`src/rtl/gaz_pkg.sv`:
```
// Shared types, constants and the arctangent table for the grid azimuth block.
// No dependencies; every other file in rtl/ uses this package.
`timescale 1ns / 1ps

package gaz_pkg;

  // Field formats
  localparam int unsigned COORD_BITS       = 32;
  localparam int unsigned ANGLE_FRAC_BITS  = 16;
  localparam int unsigned CORDIC_STEPS_DEF = 24;
  localparam int unsigned ROM_LEN          = 32;

  // Exact coordinate difference and CORDIC datapath widths
  localparam int unsigned DW         = COORD_BITS + 1;
  localparam int unsigned INIT_SHIFT = 59 - COORD_BITS;
  localparam int unsigned XW         = 62;
  localparam int unsigned ZW         = 52;

  // Radians to degrees: z * 180/pi with a Q32 scale, split product
  localparam int unsigned              SCALE_W   = 38;
  localparam logic [SCALE_W-1:0]       DEG_SCALE = 38'd246083499208;
  localparam int unsigned              ZSPLIT    = 25;
  localparam int unsigned              ZHW       = ZW - 1 - ZSPLIT;
  localparam int unsigned              PHW       = ZHW + SCALE_W;
  localparam int unsigned              RND_POS   = 56 - ANGLE_FRAC_BITS;
  localparam int unsigned              DEG_SHIFT = 57 - ANGLE_FRAC_BITS;

  // Angle widths and fixed angles in Q9.F degrees
  localparam int unsigned     AW     = 9 + ANGLE_FRAC_BITS;
  localparam int unsigned     BW     = AW + 1;
  localparam logic [AW-1:0]   DEG90A = AW'(90) << ANGLE_FRAC_BITS;
  localparam logic [BW-1:0]   DEG90  = BW'(90) << ANGLE_FRAC_BITS;
  localparam logic [BW-1:0]   DEG180 = BW'(180) << ANGLE_FRAC_BITS;
  localparam logic [BW-1:0]   DEG270 = BW'(270) << ANGLE_FRAC_BITS;
  localparam logic [BW-1:0]   DEG360 = BW'(360) << ANGLE_FRAC_BITS;

  // Input beat: two points
  typedef struct packed {
    logic signed [COORD_BITS-1:0] from_x;
    logic signed [COORD_BITS-1:0] from_y;
    logic signed [COORD_BITS-1:0] to_x;
    logic signed [COORD_BITS-1:0] to_y;
  } gaz_in_t;

  // Output beat: bearing and coincidence flag
  typedef struct packed {
    logic [AW-1:0] bearing;
    logic          points_coincide;
  } gaz_out_t;

  // Direction class carried alongside the CORDIC vector
  typedef struct packed {
    logic dx_neg;
    logic dy_neg;
    logic dx_zero;
    logic dy_zero;
  } gaz_cls_t;

  // CORDIC stage payload
  typedef struct packed {
    logic signed [XW-1:0] x;
    logic signed [XW-1:0] y;
    logic signed [ZW-1:0] z;
    gaz_cls_t             cls;
  } gaz_vec_t;

  // Elaboration only: floor(2^62 / den) by shift and subtract
  function automatic logic [63:0] pow62_quot(input logic [127:0] den);
    logic [127:0] rem;
    logic [63:0]  q;
    rem = '0;
    q   = '0;
    for (int b = 62; b >= 0; b--) begin
      rem = rem << 1;
      if (b == 62) rem[0] = 1'b1;
      if (rem >= den) begin
        rem  = rem - den;
        q[b] = 1'b1;
      end
    end
    return q;
  endfunction

  // Elaboration only: atan(1/n) in Q62 from the alternating series
  function automatic logic [63:0] atan_inv_q62(input logic [127:0] n);
    logic [127:0] nn;
    logic [127:0] pw;
    logic [63:0]  acc;
    logic [63:0]  term;
    logic         done;
    nn   = n * n;
    pw   = n;
    acc  = '0;
    done = 1'b0;
    for (int k = 0; k < 32; k++) begin
      if (!done) begin
        if (pw > (128'd1 << 62)) begin
          done = 1'b1;
        end else begin
          term = pow62_quot(pw * 128'(2 * k + 1));
          if ((k % 2) == 0) acc = acc + term;
          else              acc = acc - term;
          pw = pw * nn;
        end
      end
    end
    return acc;
  endfunction

  // Elaboration only: table entry atan(2^-idx) in Q50 radians
  function automatic logic [ZW-1:0] atan_q50(input int unsigned idx);
    logic [63:0] v;
    if (idx == 0) v = atan_inv_q62(128'd2) + atan_inv_q62(128'd3);
    else          v = atan_inv_q62(128'd1 << idx);
    return ZW'((v + 64'd2048) >> 12);
  endfunction

endpackage

```
`src/rtl/gaz_deg.sv`:
```
// Back end of the grid azimuth pipeline: radians to degrees (multiply, round,
// clamp) and quadrant placement into the output register. Depends on gaz_pkg.
`timescale 1ns / 1ps

module gaz_deg (
  input  logic              clk_i,
  input  logic              rst_ni,
  input  logic              in_valid_i,
  output logic              in_ready_o,
  input  gaz_pkg::gaz_vec_t in_vec_i,
  output logic              out_valid_o,
  input  logic              out_ready_i,
  output gaz_pkg::gaz_out_t out_data_o
);

  localparam int unsigned ZW      = gaz_pkg::ZW;
  localparam int unsigned ZSPLIT  = gaz_pkg::ZSPLIT;
  localparam int unsigned ZHW     = gaz_pkg::ZHW;
  localparam int unsigned PHW     = gaz_pkg::PHW;
  localparam int unsigned SCALE_W = gaz_pkg::SCALE_W;
  localparam int unsigned LOW     = ZSPLIT + SCALE_W;
  localparam int unsigned AW      = gaz_pkg::AW;
  localparam int unsigned BW      = gaz_pkg::BW;
  localparam logic [PHW:0] RND    = (PHW + 1)'(1) << gaz_pkg::RND_POS;

  logic s1_valid_q, s2_valid_q, s3_valid_q;
  logic s1_ready, s2_ready, s3_ready;

  // Stage 1: split product of z and the degree scale
  logic [ZW-2:0]      zu;
  logic [ZHW-1:0]     zh;
  logic [ZSPLIT-1:0]  zl;
  logic [LOW-1:0]     lo_full;
  logic [PHW-1:0]     p_hi_d, p_hi_q;
  logic [SCALE_W-1:0] p_lo_d, p_lo_q;
  logic               zpos_d, zpos_q;
  gaz_pkg::gaz_cls_t  cls1_q;

  // Stage 2: round and clamp
  logic [PHW:0]       sum;
  logic [AW-1:0]      a_raw, a_d, a_q;
  gaz_pkg::gaz_cls_t  cls2_q;

  // Stage 3: placement
  logic [BW-1:0]      a_ext, b;
  gaz_pkg::gaz_out_t  out_d, out_q;

  assign s3_ready   = !s3_valid_q || out_ready_i;
  assign s2_ready   = !s2_valid_q || s3_ready;
  assign s1_ready   = !s1_valid_q || s2_ready;
  assign in_ready_o = s1_ready;

  // Multiply both halves of z by the scale
  always_comb begin
    zu      = in_vec_i.z[ZW-2:0];
    zh      = zu[ZW-2:ZSPLIT];
    zl      = zu[ZSPLIT-1:0];
    zpos_d  = !in_vec_i.z[ZW-1] && (in_vec_i.z != '0);
    p_hi_d  = PHW'(zh) * PHW'(gaz_pkg::DEG_SCALE);
    lo_full = LOW'(zl) * LOW'(gaz_pkg::DEG_SCALE);
    p_lo_d  = lo_full[LOW-1:ZSPLIT];
  end

  always_ff @(posedge clk_i or negedge rst_ni) begin
    if (!rst_ni) begin
      s1_valid_q <= 1'b0;
    end else if (s1_ready) begin
      s1_valid_q <= in_valid_i;
    end
  end

  always_ff @(posedge clk_i) begin
    if (s1_ready && in_valid_i) begin
      p_hi_q <= p_hi_d;
      p_lo_q <= p_lo_d;
      zpos_q <= zpos_d;
      cls1_q <= in_vec_i.cls;
    end
  end

  // Round half up to the output scale, clamp to a right angle
  always_comb begin
    sum   = (PHW + 1)'(p_hi_q) + (PHW + 1)'(p_lo_q) + RND;
    a_raw = AW'(sum >> gaz_pkg::DEG_SHIFT);
    if (!zpos_q) begin
      a_d = '0;
    end else if (a_raw > gaz_pkg::DEG90A) begin
      a_d = gaz_pkg::DEG90A;
    end else begin
      a_d = a_raw;
    end
  end

  always_ff @(posedge clk_i or negedge rst_ni) begin
    if (!rst_ni) begin
      s2_valid_q <= 1'b0;
    end else if (s2_ready) begin
      s2_valid_q <= s1_valid_q;
    end
  end

  always_ff @(posedge clk_i) begin
    if (s2_ready && s1_valid_q) begin
      a_q    <= a_d;
      cls2_q <= cls1_q;
    end
  end

  // Place the angle by quadrant; axes and coincident points are exact
  always_comb begin
    a_ext                 = BW'(a_q);
    out_d.points_coincide = 1'b0;
    if (cls2_q.dx_zero && cls2_q.dy_zero) begin
      b                     = '0;
      out_d.points_coincide = 1'b1;
    end else if (cls2_q.dx_zero) begin
      b = cls2_q.dy_neg ? gaz_pkg::DEG270 : gaz_pkg::DEG90;
    end else if (cls2_q.dy_zero) begin
      b = cls2_q.dx_neg ? gaz_pkg::DEG180 : '0;
    end else if (!cls2_q.dx_neg && !cls2_q.dy_neg) begin
      b = a_ext;
    end else if (cls2_q.dx_neg && !cls2_q.dy_neg) begin
      b = gaz_pkg::DEG180 - a_ext;
    end else if (cls2_q.dx_neg) begin
      b = gaz_pkg::DEG180 + a_ext;
    end else begin
      b = gaz_pkg::DEG360 - a_ext;
    end
    // wrap a full circle back to zero
    if (b >= gaz_pkg::DEG360) b = '0;
    out_d.bearing = AW'(b);
  end

  always_ff @(posedge clk_i or negedge rst_ni) begin
    if (!rst_ni) begin
      s3_valid_q <= 1'b0;
    end else if (s3_ready) begin
      s3_valid_q <= s2_valid_q;
    end
  end

  always_ff @(posedge clk_i) begin
    if (s3_ready && s2_valid_q) begin
      out_q <= out_d;
    end
  end

  assign out_valid_o = s3_valid_q;
  assign out_data_o  = out_q;

endmodule

```
`config.mk`:
```
export PLATFORM = sky130hd
export DESIGN_NAME = gaz_deg
export DESIGN_NICKNAME = d
export VERILOG_FILES = /design/src/rtl/gaz_pkg.sv /design/src/rtl/gaz_deg.sv
export SDC_FILE = /design/constraint.sdc
export NUM_CORES = 2
export LEC_CHECK = 0
export BUFFER_PORTS_ARGS = -buffer_cell sky130_fd_sc_hd__buf_2
export CAP_MARGIN = 20
export CELL_PAD_IN_SITES_DETAIL_PLACEMENT = 2
export CELL_PAD_IN_SITES_GLOBAL_PLACEMENT = 2
export CORE_MARGIN = 2
export CORE_UTILIZATION = 37
export DETAILED_ROUTE_END_ITERATION = 8
export PLACE_DENSITY = 0.81
export SKIP_CTS_REPAIR_TIMING = 1
export SLEW_MARGIN = 30
export SYNTH_ARGS = -nofsm -noshare
export SYNTH_HDL_FRONTEND = slang
export SYNTH_SLANG_ARGS = --single-unit
```
`constraint.sdc`:
```
create_clock -name clk_i -period 3.4 [get_ports clk_i]
set_clock_uncertainty 0.2 [all_clocks]
set_input_delay 0.34 -clock clk_i [delete_from_list [all_inputs] [get_ports clk_i]]
set_output_delay 0.34 -clock clk_i [all_outputs]
set_load 0.02 [all_outputs]
```
# After elaboration in Yosys (flattened, before gate mapping)
# Index checks and enable logic that the tools add are counted.
[totals] regBits=162
[classes] n_bitwise=1 reduce_logical=18 mul=2 n_mux=10 order_cmp=2 add_sub_neg=5
[ops] cell="26-bit 2-to-1 mux" n=6
[ops] cell="64-bit by 38-bit adder with 65-bit output" n=1
[ops] cell="65-bit by 41-bit adder with 65-bit output (second input constant)" n=1
[ops] cell="26-bit by 35-bit multiplier with 61-bit output (second input constant)" n=1
[ops] cell="25-bit by 35-bit multiplier with 60-bit output (second input constant)" n=1
[ops] cell="52-bit nonzero test" n=1
[ops] cell="24-bit by 25-bit adder with 26-bit output (first input constant)" n=1
[ops] cell="26-bit by 25-bit greater-or-equal comparator with 1-bit output (second input constant)" n=1
[ops] cell="24-bit by 25-bit subtractor with 26-bit output (first input constant)" n=1
[ops] cell="25-bit by 25-bit subtractor with 26-bit output (first input constant)" n=1
[ops] cell="25-bit 2-to-1 mux" n=1
[ops] cell="24-bit by 23-bit > comparator with 1-bit output (second input constant)" n=1
[ops] cell="24-bit 2-to-1 mux" n=1
[ops] cell="23-bit 2-to-1 mux" n=1
[ops] cell="1-bit logical AND" n=7
[ops] cell="1-bit zero test" n=6
[ops] cell="1-bit logical OR" n=3
[ops] cell="2-bit OR reduction" n=1
[ops] cell="1-bit 2-to-1 mux" n=1
[ops] cell="1-bit inverter" n=1

# Depth between registers and ports, before layout
[logic_depth] word_depth=8 ltp_mapped=26 ltp_nobuf=26

# Worst setup path after synthesis
# OpenSTA, ideal clock, no wires.
[synth_timing] kind="input-to-reg" from="input in_vec_i[53] (netlist bit)" to="register p_hi_q[63] (data pin)" required_ns=2.940 path_slack_ns=-3.681 stages=26 setup_time_ns=0.260 arrival_time_ns=6.621 path_cell_list="inv_1 > ha_1 > xnor2_1 > ha_1 > or2_2 > fa_1 > inv_1 > fa_1 > inv_1 > fa_1 > fa_1 > inv_1 > fa_1 > inv_1 > ha_1 > a21oi_1 > o21ai_0 > nor3_1 > o21ai_0 > a211oi_1 > a21oi_1 > o41ai_1 > o31ai_1 > a221o_1 > a21oi_1 > xnor2_1"
[synth_via] elab_chain_cells=1
[synth_rtl] item="start, declared" line="gaz_deg.sv:10" source="input gaz_pkg::gaz_vec_t in_vec_i,"
[synth_rtl] item="26-bit by 35-bit multiplier with 61-bit output" line="gaz_deg.sv:59" source="p_hi_d = PHW'(zh) * PHW'(gaz_pkg::DEG_SCALE);"
[synth_rtl] item="net p_hi_d[63]" line="gaz_deg.sv:34" source="logic [PHW-1:0] p_hi_d, p_hi_q;"
[synth_rtl] item="end signal, assigned" line="gaz_deg.sv:74" source="p_hi_q <= p_hi_d;"
[synth_rtl] item="end, declared" line="gaz_deg.sv:34"
# The timed path passes the listed nets, and every way through them passes these cells.
# A chain may end at the register's enable or synchronous reset.

# Worst setup path after layout
[layout_timing] from="input in_vec_i[13] (netlist bit)" to="register p_lo_q[37] (data pin)"
[layout_via] elab_chain_cells=1
[layout_rtl] item="25-bit by 35-bit multiplier with 60-bit output" line="gaz_deg.sv:60" source="lo_full = LOW'(zl) * LOW'(gaz_pkg::DEG_SCALE);"
[layout_rtl] item="net lo_full[62]" line="gaz_deg.sv:33" source="logic [LOW-1:0] lo_full;"
[layout_rtl] item="end signal, assigned" line="gaz_deg.sv:75" source="p_lo_q <= p_lo_d;"
[layout_rtl] item="end, declared" line="gaz_deg.sv:35" source="logic [SCALE_W-1:0] p_lo_d, p_lo_q;"
# The timed path passes the listed nets, and every way through them passes these cells.

==> metrics.yaml <==
detailed_routing:
  drc: 0
  wl_met3_um: 18890
  finalWirelength_um: 221200
  initialDrtViolationCount: 2847
  wl_met2_um: 103700
  ant_nets: 0
  wl_met1_um: 74740
  num_vias: 34560
  drtPass1Iterations: 5
  routedWlPerCell_um: 38.02
  top_layer_used: "met5"
  vias_per_cell: 5.940
global_route:
  antenna_found_initial: 16
  grt_max_degree: 41
  grt_usage_pct: 35.86
  grt-ovfl-total: 0
  first_global_vias: 38250
  grt_pass1_wl_um: 265200
cells_and_area:
  finalNetCount: 6042
  layout_common_cells: "inv_1 (972), buf_4 (776), ha_1 (602)"
  area_growth_pct: 31.51
  final_common_cell: "inv_1"
  drive_gt1_share_pct: 30.93
  final_design_area_no_fill_um2: 48680
sta:
  hold_viol_final: 0
  fin_crit_ps: 7634
  finalCritPeriodShare_pct: 224.5
  slew_headroom_pct: 16.83
  rsz0062_at_grt: "yes"
  fin_ws_ps: -4234
  setup-violations-final: 135
  fmax_mhz: 131.0
  drv_slew: 0
  worst_pin_slew_ps: 1230
floorplanning:
  die_area_um2: 102600
  io_pins: 212
  die_h_um: 320.3
  num_rows: 116
  initial_core_util_pct: 37.18
  coreArea_um2: 99570
  die_w_um: 320.3
setup_path:
  reg2reg_to: "a_q[2]"
  critPathRequiredTime_ps: 3430
  worst_r2r_path_depth: 16
  arrival_ps: 7670
  startpoint_type: "input port"
  crit_type: "input port to register"
  endpoint_kind: "register"
  critPathMaxFanout: 8
  r2r_setup_slack_ps: -1220
  timing.rr.start: "p_hi_q[7]"
clock_tree:
  cts.reportedPaths.clkPinSlew_ps: 90
  htree_levels: 4
  clk_latency_ps: 510
  root_buffer: "clkbuf_16"
  clock-sinks: 158
  cts_buffer_depth: 2
  numCtsBuffers: 17
  cts_tree: "built"
synth:
  synthFlopType: "edfxtp_1"
  ys_seq_area_share_pct: 12.78
  netlist_area_um2: 37020
  synth_top_area_share_pct: 35.37
  synth-edff-count: 155
  ys_warn_count: 0
  postSynthAreaPerCell_um2: 10.34
  syn_inst: 3580
  synth_fp_nets: 5125
  yosys.area.top_type: "fa_1"
  synth_cell_types: 94
  synth_area_leaders: "fa_1 (35%), ha_1 (24%), edfxtp_1 (13%), inv_1 (11%), xnor2_1 (2.0%)"
  ys_ff_latch: 158
  ys_async_sr_fraction_pct: 1.899
placement:
  gp_congestion: 0.9857
  placed_area_um2: 45740
  hpwl_um: 152100
  portBuffers: 87
status:
  violations: "negative setup slack"
  outcome: "finished, violations left"
hold_path:
  hp-class: "input port to register"
  min_to: "p_hi_q[4]"
  worstHoldStart: "in_vec_i[30]"
  min_path_cells: 2
flow_run:
  drv_cap: 0
## cell usage after synthesis, types with 4 or more instances
cell type  instances
nand2_1           92
o22ai_1            4
and3_1            23
nor2b_1           19
o21a_1            17
nor2_1           108
o31ai_1            9
ha_1             707
a211o_1            4
inv_1           1046
or3_1              7
nor3_2            16
nor3_1            29
and4_1             5
xor2_1            46
nand3b_1           4
clkbuf_1          18
nand2b_1          14
nand3_1           30
o21ai_0           69
a21boi_0           5
and2_1            16
fa_1             654
a21oi_1          128
o21bai_1          15
xnor2_1           86
a31oi_1           22
edfxtp_1         155
a211oi_1          11
o21ai_1            7
or2_2             13
nand4_1           32
a21o_1            55
nor4_1             9
o211ai_1           9
## flip-flops by register name (all words and copies together), names as in the netlist, 4 cells and up
| signal | cells |
|---|---|
| cls1_q | 4 |
| p_lo_q | 35 |
| out_data_o | 26 |
| cls2_q | 4 |
| a_q | 24 |
| p_hi_q | 61 |
## cells by family after synthesis
group / after synthesis / synth area share, %
AO/OA/AOI/OAI: 413 / 7.439
XOR/XNOR: 132 / 3.123
adder cells (fa/ha/maj): 1361 / 59.26
buffers and inverters: 1069 / 10.90
flip-flops: 158 / 12.78
multiplexers: 3 / 0.08112
other: 1 / 0.01013
AND/OR/NAND/NOR: 443 / 6.408
## worst max path at each step
| stage | startpoint | endpoint | slack, ps | cells past startpoint |
|---|---|---|---|---|
| after floorplan | in_vec_i[11] | p_lo_q[34] | -3060 | 23 |
| after CTS | in_vec_i[13] | p_lo_q[30] | -4050 | 26 |
| final | in_vec_i[13] | p_lo_q[37] | -4230 | 25 |
| after global routing | in_vec_i[13] | p_lo_q[37] | -4240 | 25 |
| after detailed placement | in_vec_i[12] | p_lo_q[30] | -4350 | 27 |
| after global placement | in_vec_i[12] | p_lo_q[31] | -3850 | 26 |
## metrics by stage
step	TNS, ps	hold slack, ps	instances	worst slack (ps)	util, %
final	-305730	26.74	5818	-4234	48.90
after global routing	-315530	23.97	5808	-4236	48.87
after CTS	-280960	-597.4	5738	-4050	46.54
after detailed placement	-310110	-59.29	5706	-4353	45.94
after global placement	-269940	-62.06	5705	-3845	45.93
after floorplan	-198810	-155.6	3580	-3060	-
## routing by layer
layer	track usage (%)	vias to the layer above
met5	0	-
met4	23.81	22
met3	7.596	1322
met2	62.62	2303
met1	39.26	17740
li1	-	13180
## worst max-delay path: stages
cell and delay [ps]:
buf_8 100, buf_12 110, buf_4 150, buf_4 150
ha_1 270, fa_1 580, inv_1 80, fa_1 490
inv_1 90, fa_1 960, fa_1 620, fa_1 560
inv_1 80, fa_1 510, inv_1 60, ha_1 210
a21oi_1 350, nand2_2 110, and4b_1 330, o31ai_4 100
o311a_4 350, o31a_4 410, a2111oi_4 400, nor3_2 90
xnor2_1 140
## cell type report
cell class              instances  area [um^2]
diodes                         10        25.02
clock buffers                  17        425.4
clock inverters                15        170.2
fillers                     10250        50880
inverters                    1047         3985
multi-input cells            2353        30620
flip-flops and latches        158         4730
well taps                    1298         1624
repair buffers                920         7102
Power is not shown: default switching activity piles up to over one toggle a cycle in this logic, so the estimate is an artifact.
