File: src/rtl/gaz_pkg.sv
// Shared types, constants and the arctangent table for the grid azimuth block.
// No dependencies; every other file in rtl/ uses this package.
`timescale 1ns / 1ps

package gaz_pkg;

  // Field formats
  localparam int unsigned COORD_BITS       = 32;
  localparam int unsigned ANGLE_FRAC_BITS  = 16;
  localparam int unsigned CORDIC_STEPS_DEF = 24;
  localparam int unsigned ROM_LEN          = 32;

  // Exact coordinate difference and CORDIC datapath widths
  localparam int unsigned DW         = COORD_BITS + 1;
  localparam int unsigned INIT_SHIFT = 59 - COORD_BITS;
  localparam int unsigned XW         = 62;
  localparam int unsigned ZW         = 52;

  // Radians to degrees: z * 180/pi with a Q32 scale, split product
  localparam int unsigned              SCALE_W   = 38;
  localparam logic [SCALE_W-1:0]       DEG_SCALE = 38'd246083499208;
  localparam int unsigned              ZSPLIT    = 25;
  localparam int unsigned              ZHW       = ZW - 1 - ZSPLIT;
  localparam int unsigned              PHW       = ZHW + SCALE_W;
  localparam int unsigned              RND_POS   = 56 - ANGLE_FRAC_BITS;
  localparam int unsigned              DEG_SHIFT = 57 - ANGLE_FRAC_BITS;

  // Angle widths and fixed angles in Q9.F degrees
  localparam int unsigned     AW     = 9 + ANGLE_FRAC_BITS;
  localparam int unsigned     BW     = AW + 1;
  localparam logic [AW-1:0]   DEG90A = AW'(90) << ANGLE_FRAC_BITS;
  localparam logic [BW-1:0]   DEG90  = BW'(90) << ANGLE_FRAC_BITS;
  localparam logic [BW-1:0]   DEG180 = BW'(180) << ANGLE_FRAC_BITS;
  localparam logic [BW-1:0]   DEG270 = BW'(270) << ANGLE_FRAC_BITS;
  localparam logic [BW-1:0]   DEG360 = BW'(360) << ANGLE_FRAC_BITS;

  // Input beat: two points
  typedef struct packed {
    logic signed [COORD_BITS-1:0] from_x;
    logic signed [COORD_BITS-1:0] from_y;
    logic signed [COORD_BITS-1:0] to_x;
    logic signed [COORD_BITS-1:0] to_y;
  } gaz_in_t;

  // Output beat: bearing and coincidence flag
  typedef struct packed {
    logic [AW-1:0] bearing;
    logic          points_coincide;
  } gaz_out_t;

  // Direction class carried alongside the CORDIC vector
  typedef struct packed {
    logic dx_neg;
    logic dy_neg;
    logic dx_zero;
    logic dy_zero;
  } gaz_cls_t;

  // CORDIC stage payload
  typedef struct packed {
    logic signed [XW-1:0] x;
    logic signed [XW-1:0] y;
    logic signed [ZW-1:0] z;
    gaz_cls_t             cls;
  } gaz_vec_t;

  // Elaboration only: floor(2^62 / den) by shift and subtract
  function automatic logic [63:0] pow62_quot(input logic [127:0] den);
    logic [127:0] rem;
    logic [63:0]  q;
    rem = '0;
    q   = '0;
    for (int b = 62; b >= 0; b--) begin
      rem = rem << 1;
      if (b == 62) rem[0] = 1'b1;
      if (rem >= den) begin
        rem  = rem - den;
        q[b] = 1'b1;
      end
    end
    return q;
  endfunction

  // Elaboration only: atan(1/n) in Q62 from the alternating series
  function automatic logic [63:0] atan_inv_q62(input logic [127:0] n);
    logic [127:0] nn;
    logic [127:0] pw;
    logic [63:0]  acc;
    logic [63:0]  term;
    logic         done;
    nn   = n * n;
    pw   = n;
    acc  = '0;
    done = 1'b0;
    for (int k = 0; k < 32; k++) begin
      if (!done) begin
        if (pw > (128'd1 << 62)) begin
          done = 1'b1;
        end else begin
          term = pow62_quot(pw * 128'(2 * k + 1));
          if ((k % 2) == 0) acc = acc + term;
          else              acc = acc - term;
          pw = pw * nn;
        end
      end
    end
    return acc;
  endfunction

  // Elaboration only: table entry atan(2^-idx) in Q50 radians
  function automatic logic [ZW-1:0] atan_q50(input int unsigned idx);
    logic [63:0] v;
    if (idx == 0) v = atan_inv_q62(128'd2) + atan_inv_q62(128'd3);
    else          v = atan_inv_q62(128'd1 << idx);
    return ZW'((v + 64'd2048) >> 12);
  endfunction

endpackage

File: src/rtl/gaz_prep.sv
// Front end of the grid azimuth pipeline: point differences, then magnitude,
// direction class and CORDIC start vector. Depends on gaz_pkg.
`timescale 1ns / 1ps

module gaz_prep (
  input  logic             clk_i,
  input  logic             rst_ni,
  input  logic             in_valid_i,
  output logic             in_ready_o,
  input  gaz_pkg::gaz_in_t in_data_i,
  output logic             out_valid_o,
  input  logic             out_ready_i,
  output gaz_pkg::gaz_vec_t out_vec_o
);

  localparam int unsigned CB = gaz_pkg::COORD_BITS;
  localparam int unsigned DW = gaz_pkg::DW;
  localparam int unsigned XW = gaz_pkg::XW;

  logic                 s1_valid_q, s2_valid_q;
  logic                 s1_ready, s2_ready;
  logic signed [DW-1:0] dx_d, dy_d, dx_q, dy_q;
  logic        [DW-1:0] ax, ay;
  gaz_pkg::gaz_vec_t    vec_d, vec_q;

  assign s2_ready   = !s2_valid_q || out_ready_i;
  assign s1_ready   = !s1_valid_q || s2_ready;
  assign in_ready_o = s1_ready;

  // Form exact differences, one bit wider than the coordinates
  assign dx_d = $signed({in_data_i.to_x[CB-1], in_data_i.to_x})
              - $signed({in_data_i.from_x[CB-1], in_data_i.from_x});
  assign dy_d = $signed({in_data_i.to_y[CB-1], in_data_i.to_y})
              - $signed({in_data_i.from_y[CB-1], in_data_i.from_y});

  always_ff @(posedge clk_i or negedge rst_ni) begin
    if (!rst_ni) begin
      s1_valid_q <= 1'b0;
    end else if (s1_ready) begin
      s1_valid_q <= in_valid_i;
    end
  end

  always_ff @(posedge clk_i) begin
    if (s1_ready && in_valid_i) begin
      dx_q <= dx_d;
      dy_q <= dy_d;
    end
  end

  // Take magnitudes, classify the direction, scale into the CORDIC range
  always_comb begin
    ax = dx_q[DW-1] ? DW'(-dx_q) : DW'(dx_q);
    ay = dy_q[DW-1] ? DW'(-dy_q) : DW'(dy_q);
    vec_d.x           = $signed(XW'(ax) << gaz_pkg::INIT_SHIFT);
    vec_d.y           = $signed(XW'(ay) << gaz_pkg::INIT_SHIFT);
    vec_d.z           = '0;
    vec_d.cls.dx_neg  = dx_q[DW-1];
    vec_d.cls.dy_neg  = dy_q[DW-1];
    vec_d.cls.dx_zero = (dx_q == '0);
    vec_d.cls.dy_zero = (dy_q == '0);
  end

  always_ff @(posedge clk_i or negedge rst_ni) begin
    if (!rst_ni) begin
      s2_valid_q <= 1'b0;
    end else if (s2_ready) begin
      s2_valid_q <= s1_valid_q;
    end
  end

  always_ff @(posedge clk_i) begin
    if (s2_ready && s1_valid_q) begin
      vec_q <= vec_d;
    end
  end

  assign out_valid_o = s2_valid_q;
  assign out_vec_o   = vec_q;

endmodule

File: config.mk
export PLATFORM = sky130hd
export DESIGN_NAME = gaz_prep
export DESIGN_NICKNAME = d
export VERILOG_FILES = /design/src/rtl/gaz_pkg.sv /design/src/rtl/gaz_prep.sv
export SDC_FILE = /design/constraint.sdc
export NUM_CORES = 1
export LEC_CHECK = 0
export CAP_MARGIN = 40
export CORE_ASPECT_RATIO = 0.5
export CORE_MARGIN = 1
export CORE_UTILIZATION = 55
export CTS_CLUSTER_DIAMETER = 200
export DETAILED_ROUTE_END_ITERATION = 12
export DONT_BUFFER_PORTS = 1
export PLACE_DENSITY = 0.72
export SYNTH_ARGS = -nofsm -noshare
export SYNTH_HDL_FRONTEND = slang
export SYNTH_SLANG_ARGS = --single-unit
File: constraint.sdc
create_clock -name clk_i -period 3.22 [get_ports clk_i]
set_input_delay 0.161 -clock clk_i [delete_from_list [all_inputs] [get_ports clk_i]]
set_output_delay 0.161 -clock clk_i [all_outputs]
set_load 0.1 [all_outputs]
# == Yosys cells after proc, flatten, opt, wreduce, memory -nomap -nowiden ==
# Index checks and enable logic that the tools add are counted.
# totals
word_cells,26
output_inout_bits,182
mem_bits_rw,0
register_bits,138
mem_count,0
inputBits,132
romBits,0
latch_bits,0
# op_classes
div_mod_pow,0
n_mux,2
n_reduce_logical,8
magnitude_cmp,0
n_eq_ne,0
shifts,0
bitwise_logic,0
multipliers,0
n_addsub,4
# ops
cell,count
$logic_not A33 Y1,2
$neg A33 Y33,2
$sub A32 B32 Y33,2
$mux W32,2
$logic_and A1 B1 Y1,2
$logic_not A1 Y1,2
$logic_or A1 B1 Y1,2

# == Longest topological paths before layout ==
# Gate-level depths: netlist (run 1).
# depth
depth_word,4
mapped_depth,11
mapped_depth_nobuf,11

# == Worst setup path after synthesis (run 1) ==
# OpenSTA, ideal clock, no wires.
# synth_path
kind,reg2reg
from,"register s2_valid_q, in the netlist out_valid_o"
to,register dx_q[0] (enable)
stages_incl_launch_ff,3
setup_slack_ns,-0.625
setup_ns,0.431
required_ns,2.789
arrival_time_ns,3.414
path_buffers,0
period_less_slack_ns,3.845
path_cell_list,dfrtp_1 nand3b_1 and2_1
# synth_between
elab_chain_cells,4
# synth_lines
element,line_no,text
from (decl),gaz_prep.sv:20,"logic s1_valid_q, s2_valid_q;"
from (signal assigned),gaz_prep.sv:68,s2_valid_q <= s1_valid_q;
$logic_not A1 Y1,gaz_prep.sv:26,assign s2_ready = !s2_valid_q || out_ready_i;
$logic_or A1 B1 Y1,gaz_prep.sv:26,
$logic_or A1 B1 Y1,gaz_prep.sv:27,assign s1_ready = !s1_valid_q || s2_ready;
net in_ready_o,gaz_prep.sv:9,"output logic in_ready_o,"
$logic_and A1 B1 Y1,gaz_prep.sv:45,if (s1_ready && in_valid_i) begin
to (signal assigned),gaz_prep.sv:46,dx_q <= dx_d;
to (decl),gaz_prep.sv:22,"logic signed [DW-1:0] dx_d, dy_d, dx_q, dy_q;"
# The timed path passes the listed nets, and every way through them passes these cells.
# A chain may end at the register's enable or synchronous reset.

# == Worst setup path after layout (run 1) ==
# layout_path
from,register dx_q[10]
to,"register vec_q, in the netlist out_vec_o[177], data pin"
# layout_between
elab_chain_cells,1
# layout_lines
element,line_no,text
$neg A33 Y33,gaz_prep.sv:53,ax = dx_q[DW-1] ? DW'(-dx_q) : DW'(dx_q);
to (signal assigned),gaz_prep.sv:74,vec_q <= vec_d;
to (decl),gaz_prep.sv:24,"gaz_pkg::gaz_vec_t vec_d, vec_q;"
# No other way between the ends.

==> metrics.txt, run 1 <==
number of cell rows 34; crit path capture out_vec_o[177]$_SDFFCE_PN0P_; clock transition at the registers of the reported paths 0.06 ns; Clock Latency Late Sink 0.41 ns; RR Endpoint out_vec_o[177]$_SDFFCE_PN0P_; Crit-path slowest cell or4_4; clk root buf clkbuf_16; diode count 0; # setup viols final 0; final worst-path cycle share 92.8%; total track usage 21.8%; H-tree Lvls 4; Chip Width 192 µm; CP Launch Type flop; critical-path cell list or4_4 > or3_4 > nor3_4 > nand3b_2 > or3_4 > nor3_1 > ha_1 > and2_1; FMAX 335 MHz; layout cells sized above 1 8.60%; Final #Nets 1235; reg2reg start dx_q[10]$_DFFE_PP_; Fin Clk Skew 0.0122 ns; asr flop ratio synth 1.45%; Pre-antenna DRT Iters 5; sequential share of the synthesized area 41.8%; Lkg Pwr 4.68 nW; Placer Congestion 0.916; flops & latches, synth 138; fill count 1361; synthesized area per cell 10.0 µm²; CORE AREA 17500 µm²; vias per cell 5.37; via count of the first global-routing pass 6512; peak supply drop 0.434 mV; Buffers on Ports 0; Routed WL 19700 µm; Slew @ Worst Pin 0.904 ns; initial DRC count 294; GRT overflow 0; RSZ-0062 raised after global routing no; HP Class input pin to flop; Syn Std Cell Area 9880 µm²; Setup crit end kind flop; MaxCap Viol Count 0; pwr dens 651 nW/µm²; clock sinks 138; cell mode on critical path or3_4; Worst EP arrival 3.16 ns; Vert. Die Dim 96.8 µm; met2 Track Usage GR 37.6%; Final min period 2.99 ns; met1 usage in global routing 28.2%; worst path bufs/invs 0; worst setup path startpoint dx_q[10]$_DFFE_PP_; CP peak stage delay 0.55 ns; most common cell in the netlist edfxtp_1; setup bufs post-CTS 0; outcome finished, final reports clean; Mapped Cells 986; largest net degree at the start of global routing 67; Initial Util 56.5%; Top FF cell, synth edfxtp_1; Synth Warn # 0; reg2reg path depth 8; CP required 3.39 ns; largest area contributor in the netlist edfxtp_1; R2R setup slack 0.23 ns; CTS tree yes; Critical Path Stages 8; final core occ 63.9%; CP Max Fanout 5; count of cell types in the netlist 63; EDFF count, synth 136; Max Transition Viols Final 0; crit path kind flop to flop; delay-heaviest family, CP simple AND/OR/NAND/NOR gates; DRT antenna net count 0; total I/O pin count 314; total power draw 0.00728 W; Area Growth Syn to Fin 13.1%; # DRC 0; relative slew slack 39.9%; clk buf depth 2; top post-synthesis cells by area edfxtp_1 41%, ha_1 8.6%, buf_4 8.4%; Vias 6879; Final Hold Fails 0; Avg WL per Cell 15.4 µm; first-pass GRT wire length 32200 µm; commonest cells in the netlist 136 x edfxtp_1, 110 x buf_4, 92 x inv_1; cts bufs inserted 17; die area 18500 µm²; Top Usage Layer GRT met2; setup TNS 0 ns; DPL Wire Length 15600 µm; GR Util met3 3.74%; antenna violations before repair 0; post-synth top area share 41.3%
-- through the flow --
stage                     area [µm²]  setup WS (ns)  hold slack [ns]  std cells
after floorplan                10300          0.150           -0.135       1095
after global placement          9750          0.329           -0.135       1209
after detailed placement       10500          0.239           -0.135       1242
after CTS                      11100          0.227           0.0286       1278
after global routing           11200         0.0924           0.0506       1280
final                          11200          0.231           0.0484       1280
-- power by group --
part | internal, W | switching, W | leakage (nW)
clock network | 0.00122 | 0.000755 | 0.283
registers | 0.00234 | 0.000607 | 1.33
logic | 0.000711 | 0.00165 | 3.07
total | 0.00427 | 0.00301 | 4.68
-- final cells by class --
type                    instances  area [µm²]  area share, %
repair buffers                 47         896           8.01
well taps                     234         293           2.62
inverters                      92         345           3.09
clock inverters                14         169           1.51
multi-input cells             737        4910           44.0
clock buffers                  18         429           3.84
flip-flops and latches        138        4130           37.0
-- cells by family (layout without fill, tap and decap cells) --
logic type               Yosys count  in the layout  synth area share (%)
XOR/XNOR                         115            115                  10.2
other                              1            110                0.0380
flip-flops                       138            138                  41.8
AO/OA/AOI/OAI                    226            226                  14.9
AND/OR/NAND/NOR                  215            215                  11.3
multiplexers                       1              1                 0.114
buffers and inverters            220            171                  12.6
adder cells (fa/ha/maj)           70             70                  9.02
-- layer usage --
layer	wire (µm)	vias up	part of all wire, %
met4	274	0	1.4
met5	0	-	0
met1	8880	3210	45
met3	794	21	4.0
li1	-	3401	-
met2	9790	247	50
-- how the worst min path moves through the flow --
stage,from,end,slack (ns),depth (start not counted)
floorplan,rst_ni,out_valid_o$_DFFE_PN0P_,-0.13,0
global placement,rst_ni,out_valid_o$_DFFE_PN0P_,-0.13,0
detailed placement,rst_ni,out_valid_o$_DFFE_PN0P_,-0.13,0
CTS,in_data_i[96],dx_q[0]$_DFFE_PP_,0.03,2
global route,in_data_i[96],dx_q[0]$_DFFE_PP_,0.05,2
finish,in_data_i[96],dx_q[0]$_DFFE_PP_,0.05,2
-- cells in the final DEF (no fill, tap or decap), drive strengths merged, types with 3 or more instances in the layout --
cell	instances
and2	5
a21o	24
nor4	10
nand3b	5
clkinv	4
nand2b	21
or4	4
clkinvlp	3
o41ai	9
a21oi	61
nand2	61
o31ai	20
nand4	8
o21ai	53
ha	68
xnor2	89
conb	110
buf	41
o21a	7
bufinv	3
nand3	9
a211oi	5
nor3	19
or3	14
xor2	26
o21bai	5
nor2	36
clkbuf	20
and3	7
a31oi	19
edfxtp	136
dlygate4sd3	4
inv	96
nor2b	11
-- registers in the layout (all words and copies together), names as in the netlist --
signal,count
dx_q,33
dy_q,33
out_valid_o,1
out_vec_o,70
s1_valid_q,1
-- what timing repair did --
item / 4_1_cts / 5_1_grt
hold endpoints to repair: 4 / 0
resized for setup: 0 / 0
hold buffers: 4 / 0
No activity file was read; power rests on OpenSTA's default activity.
==> run 2: changes to the inputs <==
--- a/config.mk
+++ b/config.mk
@@ -5,7 +5,7 @@
 export SDC_FILE = /design/constraint.sdc
 export NUM_CORES = 1
 export LEC_CHECK = 0
-export CAP_MARGIN = 40
+export ABC_AREA = 1
 export CORE_ASPECT_RATIO = 0.5
 export CORE_MARGIN = 1
 export CORE_UTILIZATION = 55
@@ -13,6 +13,7 @@
 export DETAILED_ROUTE_END_ITERATION = 12
 export DONT_BUFFER_PORTS = 1
 export PLACE_DENSITY = 0.72
+export SLEW_MARGIN = 20
 export SYNTH_ARGS = -nofsm -noshare
 export SYNTH_HDL_FRONTEND = slang
 export SYNTH_SLANG_ARGS = --single-unit
==> metrics.txt, run 2 <==
outcome finished, final reports clean; setup bufs post-CTS 0 (unchanged); Buffers on Ports 0 (unchanged); commonest non-fill, non-tap cell in the layout nand2_1; DPL Wire Length 21100 µm (+35%); total I/O pin count 314 (unchanged); DRT antenna net count 0 (unchanged); via count of the first global-routing pass 8591 (+32%); Final Hold Fails 0 (unchanged); MaxCap Viol Count 0 (unchanged); largest area contributor in the netlist edfxtp_1; H-tree Lvls 4 (unchanged); most frequent cells in the layout 612 x nand2_1, 381 x inv_1, 136 x edfxtp_1; pwr dens 583 nW/µm² (-11%); Final min period 2.29 ns (-0.696 ns); commonest cells in the netlist 612 x nand2_1, 382 x inv_1, 136 x edfxtp_1; EDFF count, synth 136 (unchanged); setup TNS 0 ns (unchanged); first-pass GRT wire length 40600 µm (+26%); final worst-path cycle share 71.2% (-22 points); clock transition at the registers of the reported paths 0.05 ns (about the same); Chip Width 210 µm (+9.9%); relative slew slack 34.5% (-5.4 points); count of cell types in the netlist 35 (-44%); RR Endpoint dy_q[10]$_DFFE_PP_; total track usage 23.0% (+1.2 points); RSZ-0062 raised after global routing no; CP Max Fanout 34 (+29); antenna violations before repair 1 (+1); reg2reg path depth 4 (-4); # setup viols final 0 (unchanged); worst setup path startpoint out_ready_i; Initial Util 57.1% (+0.59 points); layout cells sized above 1 3.39% (-5.2 points); Synth Warn # 0 (unchanged); R2R setup slack 0.99 ns (+0.76 ns); Placer Congestion 0.930 (+1.5%); GRT overflow 0 (unchanged); clk root buf clkbuf_16; vias per cell 4.67 (-13%); clk buf depth 2 (unchanged); Syn Std Cell Area 11900 µm² (+21%); asr flop ratio synth 1.45% (unchanged); final core occ 60.0% (-4.0 points); most common cell in the netlist nand2_1; CP peak stage delay 0.60 ns (+0.05 ns); Vias 9646 (+40%); CTS tree yes; max reg flops 70 (unchanged); post-synth top area share 34.2% (-7.2 points); CORE AREA 20900 µm² (+20%); HP Class input pin to flop; FMAX 436 MHz (+30%); number of cell rows 37 (+8.8%); Mapped Cells 1736 (+76%); CP Launch Type input pin; die area 22400 µm² (+21%); Setup crit end kind flop; top post-synthesis cells by area edfxtp_1 34%, nand2_1 19%, inv_1 12%; Final #Nets 1960 (+59%); Routed WL 25100 µm (+27%); # DRC 0 (unchanged); Worst EP arrival 2.46 ns (-0.70 ns); sequential share of the synthesized area 34.6% (-7.2 points); min-delay src in_data_i[64]; Slew @ Worst Pin 0.984 ns (+0.0805 ns); # resized after CTS 0 (unchanged); Crit-path slowest cell clkinvlp_4; Critical Path Stages 6 (-2); crit path kind input pin to flop; worst path bufs/invs 4 (+4); synthesized area per cell 6.88 µm² (-31%); clock sinks 138 (unchanged); peak supply drop 0.402 mV (-7.4%); Clock Latency Late Sink 0.43 ns (+0.02 ns); crit path capture dy_q[10]$_DFFE_PP_; largest net degree at the start of global routing 36 (-46%); Pre-antenna DRT Iters 5 (unchanged); CP required 3.39 ns (about the same); Max Transition Viols Final 0 (unchanged); Avg WL per Cell 12.2 µm (-21%); critical-path cell list dlygate4sd3_1 > inv_1 > nand3_4 > nand2_1 > clkinvlp_4 > buf_12; reg2reg start s1_valid_q$_DFFE_PN0N_; initial DRC count 483 (+64%); Area Growth Syn to Fin 5.05%; Top FF cell, synth edfxtp_1; Vert. Die Dim 106 µm (+9.8%); Lkg Pwr 7.04 nW (+50%); Fin Clk Skew 0.0113 ns (-0.000881 ns); flops & latches, synth 138 (unchanged); cts bufs inserted 17 (unchanged); delay-heaviest family, CP buffers and inverters
[run 2: changes by cell type after synthesis, moves of 37 or more]
| cell | change |
|---|---|
| nand3_1 | +75 |
| nor2_1 | +89 |
| inv_1 | +290 |
| nand2_1 | +551 |
| xor2_1 | +37 |
| xnor2_1 | -77 |
| o21ai_0 | -38 |
[run 2: repair_timing]
item | 4_1_cts | 5_1_grt
hold buffers | 5 | 0
setup endpoints to repair | 0 | 0
endpoints found under the hold margin | 5 | 0
[run 2: worst min path at each step]
stage | to | slack, ns | depth (start not counted)
4_1_cts | dy_q[0]$_DFFE_PP_ | 0.01 | 2
3_3_place_gp | out_valid_o$_DFFE_PN0P_ | -0.13 | 0
2_1_floorplan | out_valid_o$_DFFE_PN0P_ | -0.13 | 0
5_1_grt | dy_q[0]$_DFFE_PP_ | 0.02 | 2
6_report | dy_q[0]$_DFFE_PP_ | 0.03 | 2
3_5_place_dp | s1_valid_q$_DFFE_PN0N_ | -0.13 | 0
[run 2: final cells by class]
class / count / area [µm²]
Inverter: 383 / 1440
Multi-Input combinational cell: 1207 / 5950
Tap cell: 292 / 365
Antenna cell: 1 / 2.50
Clock inverter: 15 / 125
Clock buffer: 17 / 425
Fill cell: 2000 / 8370
Timing Repair Buffer: 11 / 108
Sequential cell: 138 / 4130
[run 2: cells by family (layout without fill, tap and decap cells)]
family / after synthesis / in the layout / share of synthesized area [%]
AND/OR/NAND/NOR: 874 / 874 / 29.6
XOR/XNOR: 75 / 75 / 5.50
other: 1 / 111 / 0.0314
buffers and inverters: 500 / 426 / 19.2
flip-flops: 138 / 138 / 34.6
adder cells (fa/ha/maj): 70 / 70 / 7.46
AO/OA/AOI/OAI: 78 / 78 / 3.59
[run 2: metal layers]
| layer | vias to the layer above | wire, µm | track usage, % | part of all wire, % |
|---|---|---|---|---|
| li1 | 5114 | - | - | - |
| met4 | 0 | 610 | 9.11 | 2.4 |
| met1 | 4227 | 11000 | 27.5 | 44 |
| met3 | 37 | 1100 | 3.49 | 4.4 |
| met5 | - | 0 | 0 | 0 |
| met2 | 268 | 12400 | 41.7 | 49 |
[run 2: metrics by stage]
| stage | hold slack, ns | power, W | std cells | cell area (µm²) | worst slack (ns) |
|---|---|---|---|---|---|
| after floorplan | -0.135 | 0.00525 | 1845 | 12400 | 0.0778 |
| after global placement | -0.135 | 0.00550 | 2026 | 11900 | 0.979 |
| after detailed placement | -0.135 | 0.00552 | 2026 | 11900 | 0.962 |
| after CTS | 0.0105 | 0.00735 | 2063 | 12500 | 0.912 |
| after global routing | 0.0230 | 0.00765 | 2064 | 12600 | 0.763 |
| final | 0.0256 | 0.00731 | 2064 | 12600 | 0.927 |
[run 2: power breakdown]
group          switching, W  total [W]  internal [W]
clock              0.000764    0.00182       0.00106
sequential          0.00112    0.00349       0.00237
combinational       0.00152    0.00200      0.000481
==> run 3: changes to the inputs <==
--- a/config.mk
+++ b/config.mk
@@ -12,7 +12,7 @@
 export CTS_CLUSTER_DIAMETER = 200
 export DETAILED_ROUTE_END_ITERATION = 12
 export DONT_BUFFER_PORTS = 1
-export PLACE_DENSITY = 0.72
+export PLACE_DENSITY = 0.75
 export SLEW_MARGIN = 20
 export SYNTH_ARGS = -nofsm -noshare
 export SYNTH_HDL_FRONTEND = slang
==> constraint.sdc (replaced) <==
create_clock -name clk_i -period 1.92 [get_ports clk_i]
set_input_delay 0.096 -clock clk_i [delete_from_list [all_inputs] [get_ports clk_i]]
set_output_delay 0.096 -clock clk_i [all_outputs]
set_load 0.1 [all_outputs]
==> metrics.txt, run 3 (synthesis gave the netlist of run 2 again) <==
pwr dens 976 nW/µm² (+68%); Lkg Pwr 7.51 nW (+6.7%); Chip Width 210 µm (unchanged); H-tree Lvls 4 (unchanged); Avg WL per Cell 12.2 µm (+0.55%); via count of the first global-routing pass 9184 (+6.9%); layout cells sized above 1 8.99% (+5.6 points); Fin Clk Skew 0.00899 ns (-0.00233 ns); final core occ 64.1% (+4.1 points); clk root buf clkbuf_16; Vias 10100 (+5.1%); # setup viols final 0 (unchanged); Initial Util 57.1% (unchanged); logic gate share of total power 41.4% (+14 points); Vert. Die Dim 106 µm (unchanged); Clock Latency Late Sink 0.43 ns (about the same); outcome finished, final reports clean; cell area after layout 13400 µm² (+6.9%); Final Hold Fails 0 (unchanged); clk buf depth 2 (unchanged); CP Max Fanout 4 (-88%); antenna violations before repair 0 (-1); Placer Congestion 0.916 (-1.5%); MaxCap Viol Count 0 (unchanged); Clock power frac 26.5% (+1.6 points); cts bufs inserted 17 (unchanged); diode count 0 (-1); CP required 2.11 ns (-1.28 ns); Max Transition Viols Final 0 (unchanged); largest net degree at the start of global routing 36 (unchanged); # DRC 0 (unchanged); vias per cell 4.71 (+0.89%); first-pass GRT wire length 41600 µm (+2.4%); P_int 0.00728 W (+86%); Routed WL 26300 µm (+4.7%); Reg power frac 32.1% (-16 points); max reg flops 70 (unchanged); most frequent cells in the layout 606 x nand2_1, 376 x inv_1, 136 x edfxtp_1; GRT overflow 0 (unchanged); final worst-path cycle share 99.7%; commonest non-fill, non-tap cell in the layout nand2_1; Area Growth Syn to Fin 12.3%; number of cell rows 37 (unchanged); Net Sw Frac 44.4% (-2.1 points); Post-Place Setup Slack 0.0363 ns (-0.925 ns); CP Launch Type flop; Pre-antenna DRT Iters 6 (+1); total I/O pin count 314 (unchanged); area of placed instances 12600 µm² (+5.4%); Final WS setup 0.00667 ns (-0.920 ns); peak supply drop 0.647 mV (+61%); total track usage 23.4% (+0.39 points); FMAX 523 MHz; Worst EP arrival 2.10 ns (-0.36 ns); Final min period 1.91 ns; Final #Nets 2048 (+4.5%); clock sinks 138 (unchanged); CTS tree yes; CORE AREA 20900 µm² (unchanged); initial DRC count 450 (-6.8%); RSZ-0062 raised after global routing yes; Buffers on Ports 0 (unchanged); crit path kind flop to flop; DPL Wire Length 21400 µm (+1.4%); Switch Pwr 0.00582 W (+71%); clock transition at the registers of the reported paths 0.06 ns (about the same); HP Class input pin to flop; DRT antenna net count 0 (unchanged); die area 22400 µm² (unchanged); Setup crit end kind flop
==> run 3: metal layers <==
layer / up-vias / GRT usage, % / routed length, µm
li1: 5288 / - / -
met1: 4450 / 26.4 / 10700
met2: 345 / 44.3 / 13400
met3: 54 / 3.16 / 1430
met4: 0 / 9.78 / 740
met5: - / 0 / 0
==> run 3: critical path, cell delays in order (launching register included) <==
cell      delay, ns
edfxtp_1       0.41
nor2_2         0.19
nand4_1        0.18
nor2_2         0.21
nand3_2        0.11
inv_2          0.05
nand4_1        0.06
nor2_1         0.13
ha_1           0.23
nand2_1        0.07
inv_1          0.03
==> run 3: layout make-up <==
cell class / instances / area, µm²
clock inverters: 14 / 196
well taps: 292 / 365
flip-flops and latches: 138 / 4140
repair buffers: 99 / 813
multi-input cells: 1207 / 6030
inverters: 383 / 1440
clock buffers: 17 / 425
fillers: 1861 / 7510
==> run 3: what timing repair did <==
item                                   4_1_cts  5_1_grt
setup buffers                                0        5
resized for setup                            0       23
endpoints found under the hold margin        7        0
setup endpoints to repair                    0       13
hold buffers                                 8        0
==> run 3: worst paths after layout <==
kind                                    from                      endpoint  slack (ns)  cells past startpoint
hold / removal                 in_data_i[32]             dx_q[0]$_DFFE_PP_        0.04                      3
max in group asynchronous             rst_ni       out_valid_o$_DFFE_PN0P_        1.29                      2
setup reg to reg           dy_q[4]$_DFFE_PP_  out_vec_o[115]$_SDFFCE_PN0P_       0.007                     10
setup / recovery           dy_q[4]$_DFFE_PP_  out_vec_o[115]$_SDFFCE_PN0P_       0.007                     10
hold reg to reg            dy_q[0]$_DFFE_PP_       out_vec_o[83]$_DFFE_PP_        0.46                      0
min in group asynchronous             rst_ni       out_valid_o$_DFFE_PN0P_        0.48                      2
==> run 3: power by group through the flow <==
stage	Sequential (W)	Combinational [W]	Clock [W]
2_1_floorplan	0.00584	0.00296	0
3_3_place_gp	0.00425	0.00528	0
3_5_place_dp	0.00426	0.00533	0
4_1_cts	0.00420	0.00537	0.00350
5_1_grt	0.00424	0.00579	0.00361
6_report	0.00420	0.00542	0.00347
==> run 3: through the flow <==
stage,hold slack [ns],instances,setup TNS (ns),power (W)
after CTS,0.00588,2145,0,0.0131
after global routing,0.0537,2150,-0.385,0.0136
final,0.0367,2150,0,0.0131
after detailed placement,-0.200,2106,0,0.00959
after floorplan,-0.200,1845,-65.17,0.00880
after global placement,-0.200,2106,0,0.00953
